`config.mk`:
```
export PLATFORM = sky130hd
export DESIGN_NAME = cpu_state_share_per_mille_top
export DESIGN_NICKNAME = d
export VERILOG_FILES = /design/src/cssp_pkg.sv /design/src/cssp_datapath.sv /design/src/cssp_ctrl.sv /design/src/cpu_state_share_per_mille_top.sv
export SDC_FILE = /design/constraint.sdc
export NUM_CORES = 2
export LEC_CHECK = 0
export ABC_AREA = 0
export CELL_PAD_IN_SITES_DETAIL_PLACEMENT = 1
export CELL_PAD_IN_SITES_GLOBAL_PLACEMENT = 1
export CORE_MARGIN = 2
export CORE_UTILIZATION = 50
export DETAILED_ROUTE_END_ITERATION = 10
export DONT_BUFFER_PORTS = 1
export GPL_TIMING_DRIVEN = 0
export MAX_ROUTING_LAYER = met4
export PLACE_DENSITY_LB_ADDON = 0.1
export SLEW_MARGIN = 20
export SYNTH_ARGS = -nofsm -noshare
export SYNTH_HDL_FRONTEND = slang
export SYNTH_SLANG_ARGS = --single-unit
```
`constraint.sdc`:
```
create_clock -name clk -period 35.2 [get_ports clk]
set_clock_uncertainty 0.1 [all_clocks]
set_input_delay 7.04 -clock clk [delete_from_list [all_inputs] [get_ports clk]]
set_output_delay 7.04 -clock clk [all_outputs]
set_load 0.03 [all_outputs]
```
`src/cssp_pkg.sv`:
```
// Package for the CPU state share block: widths, constants and the
// command/status types shared by the controller and the datapath.
`timescale 1ns / 1ps

package cssp_pkg;

    localparam int NUM_STATES = 5;
    localparam int TICK_W     = 64;
    localparam int SHARE_W    = 10;
    localparam int IDX_W      = $clog2(NUM_STATES);
    localparam int TOTAL_W    = TICK_W + $clog2(NUM_STATES);
    localparam int NUM_W      = TOTAL_W + SHARE_W;
    localparam int CNT_W      = $clog2(SHARE_W);

    // 1000 = 1024 - 32 + 8
    localparam int PM_SH_HI  = 10;
    localparam int PM_SH_MID = 5;
    localparam int PM_SH_LO  = 3;

    typedef logic [NUM_STATES-1:0][TICK_W-1:0]  tick_vec_t;
    typedef logic [NUM_STATES-1:0][SHARE_W-1:0] share_vec_t;

    typedef struct packed {
        logic             load;
        logic             sum_en;
        logic             fix_total;
        logic             num_init;
        logic             num_add_lo;
        logic             num_add_half;
        logic             div_step;
        logic             div_last;
        logic             out_load;
        logic [IDX_W-1:0] idx;
    } dp_cmd_t;

    typedef struct packed {
        logic total_zero;
    } dp_status_t;

endpackage

```
`src/cssp_datapath.sv`:
```
// Datapath: snapshot store, differences, wide total, per-mille scaling and
// a shared restoring divider. Depends on cssp_pkg.
`timescale 1ns / 1ps

module cssp_datapath
    import cssp_pkg::*;
(
    input  logic       clk,
    input  logic       rst_n,
    input  tick_vec_t  ticks,
    input  dp_cmd_t    cmd,
    output dp_status_t status,
    output share_vec_t share
);

    tick_vec_t           prev_reg;
    tick_vec_t           diff_reg;
    logic [TOTAL_W-1:0]  total_reg;
    logic [NUM_W-1:0]    num_reg;
    logic [NUM_W-1:0]    div_reg;
    logic [SHARE_W-1:0]  quo_reg;
    share_vec_t          share_reg;
    share_vec_t          out_share_reg;

    logic [NUM_W-1:0]    diff_ext;
    logic [NUM_W-1:0]    half_ext;
    logic                rem_ge;
    logic [SHARE_W-1:0]  quo_next;

    assign diff_ext = NUM_W'(diff_reg[cmd.idx]);
    assign half_ext = NUM_W'(total_reg >> 1);
    assign rem_ge   = (num_reg >= div_reg);
    assign quo_next = {quo_reg[SHARE_W-2:0], rem_ge};

    assign status.total_zero = (total_reg == '0);
    assign share             = out_share_reg;

    // Stored snapshot: the only state that a later transaction reads
    always_ff @(posedge clk or negedge rst_n)
    begin
        if (!rst_n)
        begin
            prev_reg <= '0;
        end
        else if (cmd.load)
        begin
            prev_reg <= ticks;
        end
    end

    always_ff @(posedge clk)
    begin
        if (cmd.load)
        begin
            for (int i = 0; i < NUM_STATES; i++)
            begin
                diff_reg[i] <= ticks[i] - prev_reg[i];
            end
        end
    end

    always_ff @(posedge clk)
    begin
        if (cmd.load)
        begin
            total_reg <= '0;
        end
        else if (cmd.sum_en)
        begin
            total_reg <= total_reg + TOTAL_W'(diff_reg[cmd.idx]);
        end
        else if (cmd.fix_total)
        begin
            total_reg <= TOTAL_W'(1);
        end
    end

    // Numerator diff*1000 + total/2, built by shift-and-add over three steps
    always_ff @(posedge clk)
    begin
        if (cmd.num_init)
        begin
            num_reg <= (diff_ext << PM_SH_HI) - (diff_ext << PM_SH_MID);
            div_reg <= NUM_W'(total_reg) << (SHARE_W - 1);
            quo_reg <= '0;
        end
        else if (cmd.num_add_lo)
        begin
            num_reg <= num_reg + (diff_ext << PM_SH_LO);
        end
        else if (cmd.num_add_half)
        begin
            num_reg <= num_reg + half_ext;
        end
        else if (cmd.div_step)
        begin
            if (rem_ge)
            begin
                num_reg <= num_reg - div_reg;
            end
            div_reg <= div_reg >> 1;
            quo_reg <= quo_next;
        end
    end

    always_ff @(posedge clk)
    begin
        if (cmd.div_step && cmd.div_last)
        begin
            share_reg[cmd.idx] <= quo_next;
        end
    end

    always_ff @(posedge clk)
    begin
        if (cmd.out_load)
        begin
            out_share_reg <= share_reg;
        end
    end

endmodule

```
`src/cssp_ctrl.sv`:
```
// Controller: sequences accept, summation, scaling and division per state,
// and owns both handshakes. Depends on cssp_pkg.
`timescale 1ns / 1ps

module cssp_ctrl
    import cssp_pkg::*;
(
    input  logic       clk,
    input  logic       rst_n,
    input  logic       in_valid,
    output logic       in_stall,
    output logic       out_valid,
    input  logic       out_stall,
    input  dp_status_t status,
    output dp_cmd_t    cmd
);

    localparam logic [2:0] S_IDLE  = 3'd0;
    localparam logic [2:0] S_SUM   = 3'd1;
    localparam logic [2:0] S_FIX   = 3'd2;
    localparam logic [2:0] S_MUL_A = 3'd3;
    localparam logic [2:0] S_MUL_B = 3'd4;
    localparam logic [2:0] S_MUL_C = 3'd5;
    localparam logic [2:0] S_DIV   = 3'd6;
    localparam logic [2:0] S_DONE  = 3'd7;

    localparam logic [IDX_W-1:0] IDX_LAST = IDX_W'(NUM_STATES - 1);
    localparam logic [CNT_W-1:0] CNT_LAST = CNT_W'(SHARE_W - 1);

    logic [2:0]       state_reg, state_next;
    logic [IDX_W-1:0] idx_reg, idx_next;
    logic [CNT_W-1:0] cnt_reg, cnt_next;
    logic             out_valid_reg, out_valid_next;
    logic             out_free;

    assign in_stall  = (state_reg != S_IDLE);
    assign out_valid = out_valid_reg;
    assign out_free  = !out_valid_reg || !out_stall;

    always_comb
    begin
        state_next     = state_reg;
        idx_next       = idx_reg;
        cnt_next       = cnt_reg;
        out_valid_next = out_valid_reg && out_stall;
        cmd            = '0;
        cmd.idx        = idx_reg;

        unique case (state_reg)
            S_IDLE:
            begin
                if (in_valid)
                begin
                    cmd.load   = 1'b1;
                    idx_next   = '0;
                    state_next = S_SUM;
                end
            end
            S_SUM:
            begin
                cmd.sum_en = 1'b1;
                if (idx_reg == IDX_LAST)
                begin
                    idx_next   = '0;
                    state_next = S_FIX;
                end
                else
                begin
                    idx_next = idx_reg + 1'b1;
                end
            end
            S_FIX:
            begin
                cmd.fix_total = status.total_zero;
                state_next    = S_MUL_A;
            end
            S_MUL_A:
            begin
                cmd.num_init = 1'b1;
                state_next   = S_MUL_B;
            end
            S_MUL_B:
            begin
                cmd.num_add_lo = 1'b1;
                state_next     = S_MUL_C;
            end
            S_MUL_C:
            begin
                cmd.num_add_half = 1'b1;
                cnt_next         = '0;
                state_next       = S_DIV;
            end
            S_DIV:
            begin
                cmd.div_step = 1'b1;
                cnt_next     = cnt_reg + 1'b1;
                if (cnt_reg == CNT_LAST)
                begin
                    cmd.div_last = 1'b1;
                    if (idx_reg == IDX_LAST)
                    begin
                        state_next = S_DONE;
                    end
                    else
                    begin
                        idx_next   = idx_reg + 1'b1;
                        state_next = S_MUL_A;
                    end
                end
            end
            S_DONE:
            begin
                // hold the finished shares until the output register frees up
                if (out_free)
                begin
                    cmd.out_load   = 1'b1;
                    out_valid_next = 1'b1;
                    state_next     = S_IDLE;
                end
            end
            default:
            begin
                state_next = S_IDLE;
            end
        endcase
    end

    always_ff @(posedge clk or negedge rst_n)
    begin
        if (!rst_n)
        begin
            state_reg     <= S_IDLE;
            idx_reg       <= '0;
            cnt_reg       <= '0;
            out_valid_reg <= 1'b0;
        end
        else
        begin
            state_reg     <= state_next;
            idx_reg       <= idx_next;
            cnt_reg       <= cnt_next;
            out_valid_reg <= out_valid_next;
        end
    end

endmodule

```
`src/cpu_state_share_per_mille_top.sv`:
```
// Top level of the CPU state share block: ties the controller to the
// datapath and maps the fields onto ports. Depends on cssp_pkg.
//
//   channel | direction | handshake          | payload
//   --------+-----------+--------------------+-------------------------------
//   in      | input     | in_valid/in_stall  | ticks_* (5 x 64-bit counters)
//   out     | output    | out_valid/out_stall| share_* (5 x 10-bit per-mille)
//
// One transaction runs from accept through summation, the zero-total fix,
// scaling and a divide for each state in turn, and the output load. The
// 10-step restoring divider is shared by all five states; a new transaction
// is accepted on the next cycle after the output load.
// Reset clears the stored snapshot to zero and the control to idle.
// A stalled result holds in the output register while the next transaction
// is accepted and worked; only the final load waits for the register to free.
`timescale 1ns / 1ps

module cpu_state_share_per_mille_top
    import cssp_pkg::*;
(
    input  logic                clk,
    input  logic                rst_n,
    input  logic                in_valid,
    output logic                in_stall,
    input  logic [TICK_W-1:0]   ticks_user,
    input  logic [TICK_W-1:0]   ticks_nice,
    input  logic [TICK_W-1:0]   ticks_system,
    input  logic [TICK_W-1:0]   ticks_interrupt,
    input  logic [TICK_W-1:0]   ticks_idle,
    output logic                out_valid,
    input  logic                out_stall,
    output logic [SHARE_W-1:0]  share_user,
    output logic [SHARE_W-1:0]  share_nice,
    output logic [SHARE_W-1:0]  share_system,
    output logic [SHARE_W-1:0]  share_interrupt,
    output logic [SHARE_W-1:0]  share_idle
);

    tick_vec_t  ticks;
    share_vec_t share;
    dp_cmd_t    cmd;
    dp_status_t status;

    // Gather the counters in state order: user, nice, system, interrupt, idle
    assign ticks[0] = ticks_user;
    assign ticks[1] = ticks_nice;
    assign ticks[2] = ticks_system;
    assign ticks[3] = ticks_interrupt;
    assign ticks[4] = ticks_idle;

    assign share_user      = share[0];
    assign share_nice      = share[1];
    assign share_system    = share[2];
    assign share_interrupt = share[3];
    assign share_idle      = share[4];

    // Sequence the work and own both handshakes
    cssp_ctrl u_ctrl (
        .clk       (clk),
        .rst_n     (rst_n),
        .in_valid  (in_valid),
        .in_stall  (in_stall),
        .out_valid (out_valid),
        .out_stall (out_stall),
        .status    (status),
        .cmd       (cmd)
    );

    // Hold the snapshot, form differences and total, divide per state
    cssp_datapath u_datapath (
        .clk    (clk),
        .rst_n  (rst_n),
        .ticks  (ticks),
        .cmd    (cmd),
        .status (status),
        .share  (share)
    );

endmodule

```
==> metrics <==
setup ws final 23.72 ns; Yosys cell types 91; Finished Cell Area 0.0822 mm²; final worst path period share 32.6%; worst-margin pin slew 1.29 ns; postcts setup bufs 0; Peak supply drop 42.5 µV; dpl cell area 0.0783 mm²; NumNets Final 9877; max-slew violation count 0; Post-Place Setup Slack 23.23 ns; outcome complete, no violations; top_reg_cell synth edfxtp_1; clock slew at reported path FFs 0.06 ns; cells after synthesis 8757; Worst-Skew Late Latency 0.79 ns; die height 392 µm; total of max-cap violations 0; DR WL/cell 28.6 µm; Seq cells post-synth 980; RD Place Congestion 1.04; synth top area cells edfxtp_1 23%, dfrtp_1 11%, ha_1 11%; ANT nets after route 0; Crit. End Element flip-flop; drt total wl 316 mm; root buf cell clkbuf_16; Die ar. 0.154 mm²; DIE WIDTH 392 µm; IO Count 376; # hold bufs at CTS 0; crit-path leading delay family compound AO/OA/AOI/OAI gates; cell area after synthesis 0.0752 mm²; CP Max Fanout 4; Tot GR Track Use 41.3%; Syn Nets 9743; TritonCTS Buffers 113; headroom to the max-slew limit 13.9%; clock period minus worst slack 11.48 ns; Crit-path slowest cell a311oi_1; Power Density 30.8 mW/mm²; CTS Sinks 980; Crit path buffers/inverters 1; Resized Gates After CTS 0; Core ar. 0.150 mm²; sequential share of the synthesized area 35.8%; CTS tree built; deepest clock path buffer count 3; Setup Total Neg Slack 0 ns; post-synth top area share 22.5%; most frequent cell after synthesis nand2_1; initial core utilization 50.3%; H-tree depth 3; cell count after placement 10800; Worst Path Required 35.65 ns; Pleak 37.1 nW; unrepaired setup endpoints after global routing false; DRT iter0 DRCs 6123; f_max 0.0871 GHz; Setup-failing EPs final 0; ordered list of cells on the worst path inv_1, ha_1, fa_1, nand2b_1, a21oi_1, o211ai_1, a311oi_1, o2111ai_1, a21oi_1, nand4_1, a31oi_1, a41oi_1, o31ai_2, a211oi_1, xnor2_1; detailed-route vias per instance 6.40; most frequent CP cell a21oi_1; post-DP HPWL 254 mm; vias in the first global route 72200; non-filler cells, final 11000; Placement Rows 142; crit path DAT 11.92 ns; first-pass GRT wire length 461 mm; layout cells sized above 1 3.09%; synthesis-to-layout area growth 9.21%; ys async rst share 33.8%; Via Count 70700; syn avg cell area 8.59 µm²; final hold violations 0; Worst Hold Class reg -> reg; Setup crit start kind input pin; CP Class in -> reg; synth cell count leaders 1022 x nand2_1, 845 x a21oi_1, 836 x o21ai_0; Yosys warning count 0; final-layout fill cell count 17900; Yosys top cell by area edfxtp_1; drt pass-1 iters 6; final global-route overflow total 0; initial antenna violation count 23; Post-synth EDFFs 564; drt drc 0; largest net degree at the start of global routing 332; buffers added on ports 0; crit-path max cell delay 0.61 ns
power breakdown:
part	switching [mW]	total, mW	internal (mW)	leakage, nW
clock	0.535	1.23	0.697	1.83
combinational	0.0566	0.0885	0.0319	26.3
sequential	0.0000000000000000196	1.21	1.21	8.98
total	0.592	2.53	1.94	37.1
kinds of logic (layout without fill, tap and decap cells):
group	Yosys count	in the layout	synth area share, %
AOI/OAI and AO/OA	2996	2996	24.6
xor gates and xnor gates	615	615	7.16
adders and majority gates	662	662	11.1
buffers and inverters	1031	1261	5.16
DFF	980	980	35.8
muxes	138	138	1.84
other	0	37	0
and+or+nand+nor	2335	2335	14.3
final timing paths:
kind | startpoint | to | slack [ns] | cells past startpoint
min | u_datapath.share_reg[5] | u_datapath.share[5] | 0.32 | 0
min reg2reg | u_datapath.share_reg[5] | u_datapath.share[5] | 0.32 | 0
max | ticks_system[0] | u_datapath.diff_reg[188] | 23.72 | 15
min in group asynchronous | rst_n | u_datapath.prev_reg[25] | 5.85 | 0
max reg2reg | u_ctrl.idx_reg[0] | u_datapath.num_reg[73] | 26.15 | 22
max in group asynchronous | rst_n | u_datapath.prev_reg[183] | 28.40 | 0
routing by layer:
layer | wire, µm | up-vias | track usage (%) | share of wire [%]
met5 | 0 | - | - | 0
met4 | 23700 | 0 | 25.7 | 7.5
met3 | 24200 | 793 | 7.48 | 7.7
met2 | 145000 | 2724 | 65.3 | 46
met1 | 123000 | 35200 | 48.8 | 39
li1 | - | 32000 | - | -
layout by cell type, fill, tap and decap left out, types with 33 or more instances in the layout:
master	netlist	layout
a211oi_1	86	86
a21boi_0	33	33
a21o_1	425	425
a21oi_1	845	843
a22oi_1	33	33
a31oi_1	88	88
and2_1	44	44
and3_1	57	57
clkbuf_1	360	371
clkbuf_16	0	115
dfrtp_1	331	331
dfxtp_1	85	85
diode_2	0	37
edfxtp_1	564	564
ha_1	653	653
inv_1	640	640
mux2i_1	136	136
nand2_1	1022	1022
nand2b_1	89	89
nand3_1	132	132
nand4_1	147	147
nor2_1	478	472
nor2b_1	79	79
nor3_1	104	104
nor4_1	41	39
o211ai_1	71	71
o21a_1	91	91
o21ai_0	836	835
o21bai_1	118	118
o22a_1	57	57
o22ai_1	38	38
o31ai_1	42	42
xnor2_1	372	372
xor2_1	243	243
layout make-up:
class / instances / area [µm²] / share of cell area (%)
diodes: 37 / 92.6 / 0.113
plain buffers: 390 / 1490 / 1.82
clock buffers: 140 / 3020 / 3.68
clock inverters: 71 / 739 / 0.900
inverters: 641 / 2410 / 2.93
multi-input cells: 6746 / 44500 / 54.2
flip-flops and latches: 980 / 26900 / 32.8
well taps: 2016 / 2520 / 3.07
repair buffers: 19 / 468 / 0.570
through the flow:
step / utilization, % / hold slack [ns] / power [mW]
2_1_floorplan: - / 0.300 / 1.30
3_3_place_gp: 52.0 / 0.301 / 1.31
3_5_place_dp: 52.3 / 0.306 / 1.32
4_1_cts: 54.9 / 0.316 / 2.53
5_1_grt: 54.9 / 0.324 / 2.58
6_report: 54.9 / 0.315 / 2.53
Power figures use the tool's default switching activity.
